<file path="config.mk">
export PLATFORM = sky130hd
export DESIGN_NAME = co2_sensor_uart_framer_top
export DESIGN_NICKNAME = d
export VERILOG_FILES = /design/src/hw/rtl/co2uf_pkg.sv /design/src/hw/rtl/co2_sensor_uart_framer_top.sv
export SDC_FILE = /design/constraint.sdc
export NUM_CORES = 1
export LEC_CHECK = 0
export BUFFER_PORTS_ARGS = -buffer_cell sky130_fd_sc_hd__buf_2
export CAP_MARGIN = 5
export CORE_MARGIN = 4
export CORE_UTILIZATION = 40
export CTS_CLUSTER_SIZE = 25
export DETAILED_ROUTE_END_ITERATION = 7
export PLACE_DENSITY = 0.63
export SYNTH_ARGS = -nofsm -noshare
export SYNTH_HDL_FRONTEND = slang
export SYNTH_SLANG_ARGS = --single-unit
</file>
<file path="constraint.sdc">
create_clock -name clk -period 2.2 [get_ports clk]
set_input_delay 0.33 -clock clk [delete_from_list [all_inputs] [get_ports clk]]
set_output_delay 0.33 -clock clk [all_outputs]
set_load 0.02 [all_outputs]
</file>
<file path="src/hw/rtl/co2uf_pkg.sv">
// Shared constants for the CO2 sensor UART framer: operation codes,
// command opcodes and frame layout constants.
// No dependencies.
`default_nettype none

package co2uf_pkg;

    // Operation codes of an input word
    localparam logic [2:0] OP_RX_BYTE     = 3'd0;
    localparam logic [2:0] OP_READ        = 3'd1;
    localparam logic [2:0] OP_ZERO_CAL    = 3'd2;
    localparam logic [2:0] OP_SPAN_CAL    = 3'd3;
    localparam logic [2:0] OP_AUTOCAL_ON  = 3'd4;
    localparam logic [2:0] OP_AUTOCAL_OFF = 3'd5;

    // Frame layout
    localparam int unsigned FRAME_BYTES = 9;
    localparam int unsigned IDX_W       = $clog2(FRAME_BYTES);
    localparam logic [IDX_W-1:0] LAST_IDX = IDX_W'(FRAME_BYTES - 1);

    // Fixed frame bytes
    localparam logic [7:0] START_BYTE  = 8'hff;
    localparam logic [7:0] SENSOR_ID   = 8'h01;
    localparam logic [7:0] RESP_READ   = 8'h86;
    localparam logic [7:0] CMD_READ    = 8'h86;
    localparam logic [7:0] CMD_ZERO    = 8'h87;
    localparam logic [7:0] CMD_SPAN    = 8'h88;
    localparam logic [7:0] CMD_AUTOCAL = 8'h79;
    localparam logic [7:0] AUTOCAL_ARG = 8'hA0;

    // Span commands below this concentration are dropped
    localparam logic [15:0] SPAN_MIN    = 16'd1000;
    localparam logic [8:0]  TEMP_OFFSET = 9'd40;

endpackage

`default_nettype wire

</file>
<file path="src/hw/rtl/co2_sensor_uart_framer_top.sv">
// An accepted word's first result word is registered and shown in the next cycle.
// Received bytes are taken one per cycle unless the output stalls or a frame
// drains; a command word yields nine result words in order from the frame byte
// sequencer, and the input holds ready low while bytes two to nine drain.
// Reset (rst_n, asynchronous, active low) empties the output register, stops
// the sequencer and restarts the response gatherer with header flag set.
`default_nettype none

module co2_sensor_uart_framer_top (
    input  wire logic        clk,
    input  wire logic        rst_n,
    input  wire logic        in_valid,
    output logic             in_ready,
    input  wire logic [2:0]  operation,
    input  wire logic [7:0]  rx_data,
    input  wire logic [15:0] span_ppm,
    output logic             out_valid,
    input  wire logic        out_ready,
    output logic             tx_valid,
    output logic [7:0]       tx_data,
    output logic             tx_last,
    output logic             meas_valid,
    output logic             frame_ok,
    output logic [15:0]      co2_ppm,
    output logic signed [8:0] temperature_c,
    output logic [7:0]       sensor_status
);
    import co2uf_pkg::*;

    // Output register
    logic        out_valid_reg, out_valid_next;
    logic        tx_valid_reg, tx_valid_next;
    logic [7:0]  tx_data_reg, tx_data_next;
    logic        tx_last_reg, tx_last_next;
    logic        meas_valid_reg, meas_valid_next;
    logic        frame_ok_reg, frame_ok_next;
    logic [15:0] co2_ppm_reg, co2_ppm_next;
    logic [8:0]  temp_reg, temp_next;
    logic [7:0]  status_reg, status_next;

    // Command frame sequencer
    logic             tx_busy_reg, tx_busy_next;
    logic [IDX_W-1:0] tx_idx_reg, tx_idx_next;
    logic [7:0]       cmd_op_reg, cmd_op_next;
    logic [7:0]       cmd_arg3_reg, cmd_arg3_next;
    logic [7:0]       cmd_arg4_reg, cmd_arg4_next;
    logic [7:0]       cmd_check_reg, cmd_check_next;

    // Response gatherer
    logic [IDX_W-1:0] rx_pos_reg, rx_pos_next;
    logic [7:0]       rx_sum_reg, rx_sum_next;
    logic             rx_hdr_reg, rx_hdr_next;
    logic [15:0]      rx_co2_reg, rx_co2_next;
    logic [7:0]       rx_temp_reg, rx_temp_next;
    logic [7:0]       rx_status_reg, rx_status_next;

    logic load_en, in_fire, is_cmd, cmd_fire, rx_fire, rx_done;
    logic [7:0] new_op, new_arg3, new_arg4, new_sum;
    logic [7:0] seq_byte;

    // Handshake
    assign load_en  = !out_valid_reg || out_ready;
    assign in_ready = load_en && !tx_busy_reg;
    assign in_fire  = in_valid && in_ready;
    assign rx_fire  = in_fire && (operation == OP_RX_BYTE);
    assign rx_done  = rx_fire && (rx_pos_reg >= LAST_IDX);
    assign cmd_fire = in_fire && is_cmd;

    // Decode command opcode and arguments
    always_comb
    begin
        is_cmd   = 1'b1;
        new_op   = CMD_AUTOCAL;
        new_arg3 = 8'h00;
        new_arg4 = 8'h00;
        unique case (operation)
            OP_READ:        new_op = CMD_READ;
            OP_ZERO_CAL:    new_op = CMD_ZERO;
            OP_SPAN_CAL:
            begin
                new_op   = CMD_SPAN;
                new_arg3 = span_ppm[15:8];
                new_arg4 = span_ppm[7:0];
                is_cmd   = (span_ppm >= SPAN_MIN);
            end
            OP_AUTOCAL_ON:
            begin
                new_op   = CMD_AUTOCAL;
                new_arg3 = AUTOCAL_ARG;
            end
            OP_AUTOCAL_OFF: new_op = CMD_AUTOCAL;
            default:        is_cmd = 1'b0;
        endcase
        new_sum = SENSOR_ID + new_op + new_arg3 + new_arg4;
    end

    // Pick the frame byte at the sequencer position
    always_comb
    begin
        unique case (tx_idx_reg)
            IDX_W'(0): seq_byte = START_BYTE;
            IDX_W'(1): seq_byte = SENSOR_ID;
            IDX_W'(2): seq_byte = cmd_op_reg;
            IDX_W'(3): seq_byte = cmd_arg3_reg;
            IDX_W'(4): seq_byte = cmd_arg4_reg;
            LAST_IDX:  seq_byte = cmd_check_reg;
            default:   seq_byte = 8'h00;
        endcase
    end

    // Sequencer and command frame registers
    always_comb
    begin
        tx_busy_next   = tx_busy_reg;
        tx_idx_next    = tx_idx_reg;
        cmd_op_next    = cmd_op_reg;
        cmd_arg3_next  = cmd_arg3_reg;
        cmd_arg4_next  = cmd_arg4_reg;
        cmd_check_next = cmd_check_reg;
        if (cmd_fire)
        begin
            tx_busy_next   = 1'b1;
            tx_idx_next    = IDX_W'(1);
            cmd_op_next    = new_op;
            cmd_arg3_next  = new_arg3;
            cmd_arg4_next  = new_arg4;
            cmd_check_next = 8'h00 - new_sum;
        end
        else if (tx_busy_reg && load_en)
        begin
            tx_idx_next  = tx_idx_reg + IDX_W'(1);
            tx_busy_next = (tx_idx_reg != LAST_IDX);
        end
    end

    // Gather response bytes; a read command restarts the gatherer
    always_comb
    begin
        rx_pos_next    = rx_pos_reg;
        rx_sum_next    = rx_sum_reg;
        rx_hdr_next    = rx_hdr_reg;
        rx_co2_next    = rx_co2_reg;
        rx_temp_next   = rx_temp_reg;
        rx_status_next = rx_status_reg;
        if (rx_fire)
        begin
            if (rx_pos_reg == IDX_W'(0) && rx_data != START_BYTE)
                rx_hdr_next = 1'b0;
            if (rx_pos_reg == IDX_W'(1) && rx_data != RESP_READ)
                rx_hdr_next = 1'b0;
            if (rx_pos_reg == IDX_W'(2))
                rx_co2_next[15:8] = rx_data;
            if (rx_pos_reg == IDX_W'(3))
                rx_co2_next[7:0] = rx_data;
            if (rx_pos_reg == IDX_W'(4))
                rx_temp_next = rx_data;
            if (rx_pos_reg == IDX_W'(5))
                rx_status_next = rx_data;
            if (rx_done)
            begin
                rx_pos_next = '0;
                rx_sum_next = 8'h00;
                rx_hdr_next = 1'b1;
            end
            else
            begin
                if (rx_pos_reg != IDX_W'(0))
                    rx_sum_next = rx_sum_reg + rx_data;
                rx_pos_next = rx_pos_reg + IDX_W'(1);
            end
        end
        else if (cmd_fire && operation == OP_READ)
        begin
            rx_pos_next = '0;
            rx_sum_next = 8'h00;
            rx_hdr_next = 1'b1;
        end
    end

    // Load the output register: sequencer bytes first, then new words
    always_comb
    begin
        out_valid_next  = out_valid_reg;
        tx_valid_next   = tx_valid_reg;
        tx_data_next    = tx_data_reg;
        tx_last_next    = tx_last_reg;
        meas_valid_next = meas_valid_reg;
        frame_ok_next   = frame_ok_reg;
        co2_ppm_next    = co2_ppm_reg;
        temp_next       = temp_reg;
        status_next     = status_reg;
        if (load_en)
        begin
            out_valid_next  = 1'b1;
            tx_valid_next   = 1'b0;
            tx_data_next    = 8'h00;
            tx_last_next    = 1'b0;
            meas_valid_next = 1'b0;
            frame_ok_next   = 1'b0;
            co2_ppm_next    = 16'h0000;
            temp_next       = 9'h000;
            status_next     = 8'h00;
            priority if (tx_busy_reg)
            begin
                tx_valid_next = 1'b1;
                tx_data_next  = seq_byte;
                tx_last_next  = (tx_idx_reg == LAST_IDX);
            end
            else if (cmd_fire)
            begin
                tx_valid_next = 1'b1;
                tx_data_next  = START_BYTE;
            end
            else if (rx_done)
            begin
                meas_valid_next = 1'b1;
                frame_ok_next   = rx_hdr_reg && ((8'h00 - rx_sum_reg) == rx_data);
                co2_ppm_next    = rx_co2_reg;
                temp_next       = {1'b0, rx_temp_reg} - TEMP_OFFSET;
                status_next     = rx_status_reg;
            end
            else
            begin
                // Nothing to present: empty the register
                out_valid_next = 1'b0;
            end
        end
    end

    // Control and gatherer state
    always_ff @(posedge clk or negedge rst_n)
    begin
        if (!rst_n)
        begin
            out_valid_reg <= 1'b0;
            tx_busy_reg   <= 1'b0;
            tx_idx_reg    <= '0;
            rx_pos_reg    <= '0;
            rx_sum_reg    <= 8'h00;
            rx_hdr_reg    <= 1'b1;
            rx_co2_reg    <= 16'h0000;
            rx_temp_reg   <= 8'h00;
            rx_status_reg <= 8'h00;
        end
        else
        begin
            out_valid_reg <= out_valid_next;
            tx_busy_reg   <= tx_busy_next;
            tx_idx_reg    <= tx_idx_next;
            rx_pos_reg    <= rx_pos_next;
            rx_sum_reg    <= rx_sum_next;
            rx_hdr_reg    <= rx_hdr_next;
            rx_co2_reg    <= rx_co2_next;
            rx_temp_reg   <= rx_temp_next;
            rx_status_reg <= rx_status_next;
        end
    end

    // Payload registers
    always_ff @(posedge clk)
    begin
        tx_valid_reg   <= tx_valid_next;
        tx_data_reg    <= tx_data_next;
        tx_last_reg    <= tx_last_next;
        meas_valid_reg <= meas_valid_next;
        frame_ok_reg   <= frame_ok_next;
        co2_ppm_reg    <= co2_ppm_next;
        temp_reg       <= temp_next;
        status_reg     <= status_next;
        cmd_op_reg     <= cmd_op_next;
        cmd_arg3_reg   <= cmd_arg3_next;
        cmd_arg4_reg   <= cmd_arg4_next;
        cmd_check_reg  <= cmd_check_next;
    end

    // Drive outputs
    assign out_valid     = out_valid_reg;
    assign tx_valid      = tx_valid_reg;
    assign tx_data       = tx_data_reg;
    assign tx_last       = tx_last_reg;
    assign meas_valid    = meas_valid_reg;
    assign frame_ok      = frame_ok_reg;
    assign co2_ppm       = co2_ppm_reg;
    assign temperature_c = $signed(temp_reg);
    assign sensor_status = status_reg;

    // A result word is either a command byte or a measurement, never both
    assert property (@(posedge clk) disable iff (!rst_n)
        out_valid_reg |-> (tx_valid_reg != meas_valid_reg))
    else $error("result word is neither or both of command and measurement");

    // The gatherer never runs past the last frame position
    assert property (@(posedge clk) disable iff (!rst_n)
        rx_pos_reg <= LAST_IDX)
    else $error("response position out of range");

    // The sequencer is idle while the checksum byte waits
    assert property (@(posedge clk) disable iff (!rst_n)
        (out_valid_reg && tx_last_reg) |-> !tx_busy_reg)
    else $error("sequencer still busy after last frame byte");

    // A new command frame starts right after its opening byte
    assert property (@(posedge clk) disable iff (!rst_n)
        cmd_fire |=> (tx_busy_reg && tx_idx_reg == IDX_W'(1)
                      && out_valid_reg && tx_data_reg == START_BYTE))
    else $error("command frame did not start correctly");

endmodule

`default_nettype wire
</file>
==> metrics list, run 1 <==
- Result of the run: finished with violations
- The final reports fail on negative setup slack.
- Input and output buffers added on the ports amount to 77.
- Of the cells placed in the final design, the portion with a size suffix greater than 1 is 0.334.
* Sequential cell area: 3500 µm²
- Slowest-stage cell, CP: sky130_fd_sc_hd__fa_1
- For this run, asynchronously set or reset flops after synthesis account for 0.408.
- Between clock sinks in the finished design, the worst skew comes to 8.85 ps.
* Synth Area in Adders: 0.0721
- Summed over all cells, the static leakage comes to 3.53 nW.
- Floorplan die area: 17800 µm²
- Worst vdd ir: 630 µV
* Area of the placeable core: 15300 µm²
- The H-tree was split into 4 levels.
- The share of the synthesized area in compound gates (AO/OA/AOI/OAI) is 0.0990.
- The first detailed-routing pass ran for 4 iterations.
* Routability congestion estimate: 0.849
- Flop and latch count out of synthesis: 125
* Fraction of the yosys area taken by sequential cells: 0.557
* Synthesized area divided by synthesized cell count: 12.1 µm²
- Final HPWL DP: 10600 µm
- Number of nets in the final layout: 706
* Type of the worst setup path: primary input to register
* Via Count: 4403
- Of the total synthesized cell area, the portion taken by XOR and XNOR cells is 0.0362.
- In the routed layout, each cell is associated on average with a via count of 5.08.
- Counting the buffers created by CTS gives 17.
- Number of enable-type register cells in the synthesized netlist: 74
- The routed design has 14400 µm of wire.
* Data required time at the worst endpoint: 2370 ps
* Number of nets with antenna violations after detailed routing: 0
- Dividing the detail-routed wire length by the instance count gives 16.6 µm.
- The final hold violation count came to 0.
- CP most frequent cell: sky130_fd_sc_hd__nand2_4
- Across the run, the number of max-cap violations was 0.
- Leaving out fill and tap cells, the most frequent cell in the layout is sky130_fd_sc_hd__buf_2.
- Critical Path End Type: register
- Synthesis instantiated 59 different standard cells from the library.
* Startpoint types: primary input
- The filler cells instantiated in the layout total 1375.
- Traced cell by cell, the critical path runs through buf_8 > nand2_4 > nor2_4 > buf_12 > nand2_4 > fa_1 > ha_4 > a21o_1 > a21oi_2 > o21bai_1 > a21oi_1 > xnor2_1.
- Overall power consumption: 8.65 mW
- Count of standard-cell rows: 45
- Counting I/O delays and the setup requirement, the final critical path takes 2220 ps.
* Hold endpoint: cmd_arg4_reg[4]
- On the final layout, the worst hold slack is 253 ps.
* Max Slew Vio Count: 0
- Diodes inserted: 0
* GRT overflow: 0
* Synthesized instance count: 518
- For the worst setup path, the data arrival time is 2390 ps.
* Number of I/O pins: 78
* Worst-margin pin slew: 644 ps
- Measured along the y axis, the die boundary spans 133 µm.
- The worst register-to-register path begins at tx_idx_reg[0].
- Post-synthesis share of cell area spent on and, or, nand and nor gates: 0.139
* DRC violation count after routing: 0
- In this run the worst path has a maximum fanout of 8.
- For this run, the leading register cell type out of synthesis is sky130_fd_sc_hd__edfxtp_1.
* Clock tree buffer depth: 2
* Number of clock sinks: 125
* Drt initial violations: 264
* Max frequency: 0.450 GHz
* Maximum number of pins on one net before global-route repair: 36
* Synthesis-to-layout area growth: 26.6%
- Setup TNS: -24.5 ps
- Cell area after synthesis: 6280 µm²
- Final cycle utilization of the critical path: 1.01
- Class of the worst hold path: primary input to register
- RSZ-0062 raised after global routing: yes
- Chip Width: 133 µm
* Tot GR Track Use: 0.171
- Total placed instance area: 7290 µm²
- Summing all multi-input logic gate instances after layout gives 2670 µm².
* Via count of the first global-routing pass: 4474
- For this run, the slowest stage of the critical path takes 590 ps.
* Total setup violations reported at the end of the flow: 1
* Endpoint of the worst-slack reg-to-reg timing path: tx_data[6]
- Dividing total power by cell area gives a power density of 1090 nW/µm².
* Global-route wire length before repair: 23700 µm
- The portion of synthesized area spent on multiplexers is 0.0609.
* Initial cell density of the core: 0.410
- Counting instances, the worst hold path has a depth of 2.
- In the post-route analysis, the smallest setup slack over all paths is -24.5 ps.
- The number of nets handed over by synthesis was 581.
- The worst pin sits at a relative slew slack of 0.571.
* Worst Min Path Start: span_ppm[4]
- Register-to-register setup slack: 150 ps
* CTS clk-pin slew, worst paths: 50 ps
- By area, the combinational part of the netlist is dominated by simple AND/OR/NAND/NOR gates.
- Clock latency on the worst-skew pair, taken at its later pin, is 420 ps.
- Commonest cells after routing, fill and taps aside: sky130_fd_sc_hd__buf_2, sky130_fd_sc_hd__edfxtp_1, sky130_fd_sc_hd__dfrtp_1, sky130_fd_sc_hd__buf_4, sky130_fd_sc_hd__and2_1
- Clk Tree Root Cell: sky130_fd_sc_hd__clkbuf_16
* Cell area after layout: 7950 µm²
* TritonCTS clock tree: done
- The number of antenna violations at the first check in global routing was 0.
* Synth Warn #: 0
- Number of cells on the worst reg-to-reg path: 6
## cell usage after synthesis, drive strengths merged, types with 3 or more instances
library cell | number | area, µm²
nand2b | 10 | 62.6
a221oi | 6 | 52.6
xnor2 | 14 | 123
mux2 | 34 | 383
o21ai | 28 | 140
ha | 25 | 313
fa | 7 | 140
clkbuf | 9 | 33.8
a22o | 8 | 70.1
nor2 | 23 | 86.3
xor2 | 12 | 105
o21bai | 3 | 22.5
a211oi | 5 | 37.5
edfxtp | 74 | 2220
inv | 29 | 109
nand2 | 32 | 120
dfrtp | 50 | 1250
nor3 | 12 | 71.3
and3 | 3 | 18.8
and2 | 39 | 244
a21o | 7 | 53.8
or3 | 3 | 18.8
buf | 10 | 75.1
nand4 | 6 | 37.5
nand3 | 15 | 100
a21oi | 21 | 105
nor2b | 6 | 45.0
## repair_timing
| action | CTS | global route |
|---|---|---|
| pin swaps | 1 | 11 |
| hold buffers | 1 | 0 |
| buffers inserted | 0 | 3 |
| endpoints found under the hold margin | 26 | 0 |
| resized for setup | 0 | 13 |
| endpoints found under the setup margin | 1 | 5 |
## critical path, delay by kind of cell
family,cells,cell delay (ps)
buffers and inverters,2,230
AND/OR/NAND/NOR,3,300
XOR/XNOR,1,80
adder cells (fa/ha/maj),2,820
AO/OA/AOI/OAI,4,610
## routing by layer
| layer | vias up | wire length, µm | global-route usage |
|---|---|---|---|
| met5 | - | 0 | 0 |
| met4 | 0 | 294 | 0.0669 |
| met3 | 22 | 640 | 0.0480 |
| met2 | 102 | 6830 | 0.266 |
| met1 | 2161 | 6620 | 0.230 |
| li1 | 2118 | - | - |
## metrics by stage
stage | util | cells | setup WS [ps]
floorplan | - | 518 | -250
global placement | 0.476 | 832 | -383
detailed placement | 0.476 | 832 | -449
CTS | 0.515 | 865 | 9.92
global route | 0.519 | 867 | -119
finish | 0.519 | 867 | -24.5
## worst max-delay path by stage
| stage | startpoint | endpoint | slack (ps) | depth (start not counted) |
|---|---|---|---|---|
| after global placement | operation[0] | cmd_check_reg[7] | -380 | 10 |
| after floorplan | operation[1] | cmd_check_reg[5] | -250 | 12 |
| after detailed placement | operation[1] | cmd_check_reg[7] | -450 | 11 |
| after CTS | operation[1] | cmd_check_reg[7] | 10 | 10 |
| final | operation[1] | cmd_check_reg[6] | -20 | 12 |
| after global routing | operation[1] | cmd_check_reg[6] | -120 | 12 |
## cells by family (layout without fill, tap and decap cells)
group                      Yosys count  count (layout)
DFF                                125             125
and+or+nand+nor                    158             158
buffers and inverters               49             187
xor gates and xnor gates            26              26
AOI/OAI and AO/OA                   94              94
muxes                               34              34
adders and majority gates           32              32
## power by group
group,switching (mW),internal (mW),leakage [nW],total [mW]
sequential,0.261,2.99,1.43,3.25
clock,1.02,1.81,0.281,2.83
combinational,1.50,1.07,1.82,2.57
total,2.78,5.87,3.53,8.65
## layout make-up
| type | count | share of cell area |
|---|---|---|
| Clock buffer | 22 | 0.0571 |
| Clock inverter | 10 | 0.0176 |
| Inverter | 30 | 0.0148 |
| Multi-Input combinational cell | 344 | 0.336 |
| Sequential cell | 125 | 0.440 |
| Tap cell | 211 | 0.0332 |
| Timing Repair Buffer | 125 | 0.101 |
Power figures use the tool's default switching activity.
==> run 2: changes to the inputs <==
--- a/config.mk
+++ b/config.mk
@@ -7,11 +7,15 @@
 export LEC_CHECK = 0
 export BUFFER_PORTS_ARGS = -buffer_cell sky130_fd_sc_hd__buf_2
 export CAP_MARGIN = 5
+export CELL_PAD_IN_SITES_DETAIL_PLACEMENT = 1
+export CELL_PAD_IN_SITES_GLOBAL_PLACEMENT = 1
 export CORE_MARGIN = 4
 export CORE_UTILIZATION = 40
 export CTS_CLUSTER_SIZE = 25
 export DETAILED_ROUTE_END_ITERATION = 7
-export PLACE_DENSITY = 0.63
+export MAX_ROUTING_LAYER = met4
+export PLACE_DENSITY = 0.74
+export SLEW_MARGIN = 20
 export SYNTH_ARGS = -nofsm -noshare
 export SYNTH_HDL_FRONTEND = slang
 export SYNTH_SLANG_ARGS = --single-unit
==> metrics list, run 2 (same netlist as run 1, synthesis figures left out) <==
- Maximum number of pins on one net before global-route repair: 40 (was 36)
- The least setup slack across all paths after layout came to -30.2 ps (was -24.5 ps).
* Arrival time at the worst endpoint: 2410 ps (was 2390 ps)
* Number of H-tree levels: 4 (unchanged)
* Violated checks: negative setup slack (unchanged)
- The die outline area is 17800 µm² (unchanged).
* Clock Latency Late Sink: 430 ps (was 420 ps)
* Drt initial violations: 226 (was 264)
- Result of the run: finished with violations (unchanged)
- Routability congestion estimate: 0.836 (was 0.849)
- Critical Path End Type: register (unchanged)
- The worst setup path category is primary input to register (unchanged).
* Number of clock sinks: 125 (unchanged)
* Final cycle utilization of the critical path: 1.01 (about the same)
- The overall die width was 133 µm (unchanged).
* Detailed-router iteration count before antenna repair: 6 (was 4)
- Post-layout utilization of the core: 0.526 (was 0.519)
- The most common cell after layout, fill and taps aside is sky130_fd_sc_hd__buf_2 (unchanged).
- Number of nets in the final layout: 716 (was 706)
* Max-Slew Margin vs Limit: 0.597 (was 0.571)
- Die H: 133 µm (unchanged)
- Initial cell density of the core: 0.410 (unchanged)
- Clock tree buffer depth: 2 (unchanged)
- Worst-margin pin slew: 604 ps (was 644 ps)
- The leakage dissipation came to 3.60 nW (was 3.53 nW).
- The total detailed-routing wirelength is 16900 µm (was 14400 µm).
- Avg Vias per Cell: 5.18 (was 5.08)
* Total setup violations reported at the end of the flow: 1 (unchanged)
* Initial antenna violation count: 0 (unchanged)
- Area of the placeable core: 15300 µm² (unchanged)
* CTS clk-pin slew, worst paths: 60 ps (was 50 ps)
* Count of standard-cell rows: 45 (unchanged)
- Number of port buffers: 77 (unchanged)
- Via Count: 4544 (was 4403)
- The count of pins over their slew limit is 0 (unchanged).
- Max frequency: 0.448 GHz (was 0.450 GHz)
- The clock tree from TritonCTS is done (unchanged).
- Max Cap Violations: 0 (unchanged)
- Tot GR Track Use: 0.202 (was 0.171)
- Data required time at the worst endpoint: 2380 ps (was 2370 ps)
- The fraction of final layout cells sized beyond drive strength 1 came to 0.359 (was 0.334).
* RSZ-0062 raised after global routing: yes (unchanged)
* Synthesis-to-layout area growth: 28.2% (was 26.6%)
* Global-route wire length before repair: 27000 µm (was 23700 µm)
- The wire length per cell after detailed routing came to 19.3 µm (was 16.6 µm).
- DRC violation count after routing: 0 (unchanged)
- The classification of the worst-slack hold path is primary input to register (unchanged).
- The post-route cell area was 8050 µm² (was 7950 µm²).
- The kind of start point of the critical path was a primary input (unchanged).
- The estimated wirelength of the detail-placed design came to 12100 µm (was 10600 µm).
* Clk Tree Root Cell: sky130_fd_sc_hd__clkbuf_16 (unchanged)
- Number of hold-slack violations in the final timing report: 0 (unchanged)
- Number of nets with antenna violations after detailed routing: 0 (unchanged)
- Total placed instance area: 7340 µm² (was 7290 µm²)
- Cell area power density: 1080 nW/µm² (was 1090 nW/µm²)
- Number of I/O pins: 78 (unchanged)
- The number of inserted diodes came to 0 (unchanged).
* Shortest clock period the worst path allows after layout: 2230 ps (was 2220 ps)
- Worst vdd ir: 584 µV (was 630 µV)
- Clock skew: 10.7 ps (was 8.85 ps)
* Maximum fanout count along the critical path: 5 (was 8)
* Clock buffer count from CTS: 17 (unchanged)
* GRT overflow: 0 (unchanged)
- The number of global-route vias before repair came to 5005 (was 4474).
* Commonest cells after routing, fill and taps aside: sky130_fd_sc_hd__buf_2, sky130_fd_sc_hd__edfxtp_1, sky130_fd_sc_hd__buf_4, sky130_fd_sc_hd__dfrtp_1, sky130_fd_sc_hd__and2_1 (was sky130_fd_sc_hd__buf_2, sky130_fd_sc_hd__edfxtp_1, sky130_fd_sc_hd__dfrtp_1, sky130_fd_sc_hd__buf_4, sky130_fd_sc_hd__and2_1)
run 2: final timing paths:
check | from | to | slack [ps] | cells after the start
setup / recovery | operation[1] | cmd_check_reg[7] | -30 | 12
hold / removal | span_ppm[2] | cmd_arg4_reg[2] | 230 | 3
setup reg to reg | tx_idx_reg[0] | tx_data[4] | 190 | 8
hold reg to reg | rx_status_reg[6] | rx_status_reg[6] | 490 | 1
max in group asynchronous | rst_n | rx_hdr_reg | 1100 | 3
min in group asynchronous | rst_n | rx_temp_reg[1] | 460 | 2
run 2: per-stage QoR:
step           power [mW]  cells  hold WS (ps)  setup WS, ps  setup TNS, ps
2_1_floorplan        5.03    518          34.4          -250          -2500
3_3_place_gp         5.81    839           353          -389          -2850
3_5_place_dp         5.97    839           363          -520          -4530
4_1_cts              8.74    872           208          28.3              0
5_1_grt              9.23    877           224         -85.1           -225
6_report             8.69    877           230         -30.2          -30.2
run 2: report_power, final:
| group | internal [mW] | switching (mW) |
|---|---|---|
| logic | 1.14 | 1.57 |
| clock network | 1.59 | 1.12 |
| registers | 2.99 | 0.289 |
run 2: timing repair:
| action | CTS | global route |
|---|---|---|
| pin swaps | 2 | 18 |
| hold buffers | 1 | 0 |
| setup buffers | 0 | 6 |
| resized for setup | 6 | 19 |
| endpoints found under the setup margin | 3 | 3 |
| endpoints found under the hold margin | 24 | 0 |
run 2: area by class of cell:
type | count | area [µm²]
Sequential cell | 125 | 3500
Tap cell | 211 | 264
Clock inverter | 15 | 151
Inverter | 30 | 118
Multi-Input combinational cell | 344 | 2710
Clock buffer | 17 | 425
Timing Repair Buffer | 135 | 888
Fill cell | 1637 | 7260
run 2: layer usage:
metal	wire length (µm)	vias to the layer above	global-route usage
li1	-	2139	-
met1	7340	2288	0.246
met2	8690	94	0.338
met3	588	23	0.0419
met4	311	0	0.0697
met5	0	-	-
run 2: critical path, cell delays in order:
cell	delay, ps
sky130_fd_sc_hd__buf_8	90
sky130_fd_sc_hd__nand2_4	60
sky130_fd_sc_hd__nor2_4	160
sky130_fd_sc_hd__buf_4	150
sky130_fd_sc_hd__buf_6	100
sky130_fd_sc_hd__nand2_4	70
sky130_fd_sc_hd__fa_2	620
sky130_fd_sc_hd__ha_4	210
sky130_fd_sc_hd__or3_4	360
sky130_fd_sc_hd__o21ai_2	70
sky130_fd_sc_hd__a21oi_2	50
sky130_fd_sc_hd__xnor2_1	130
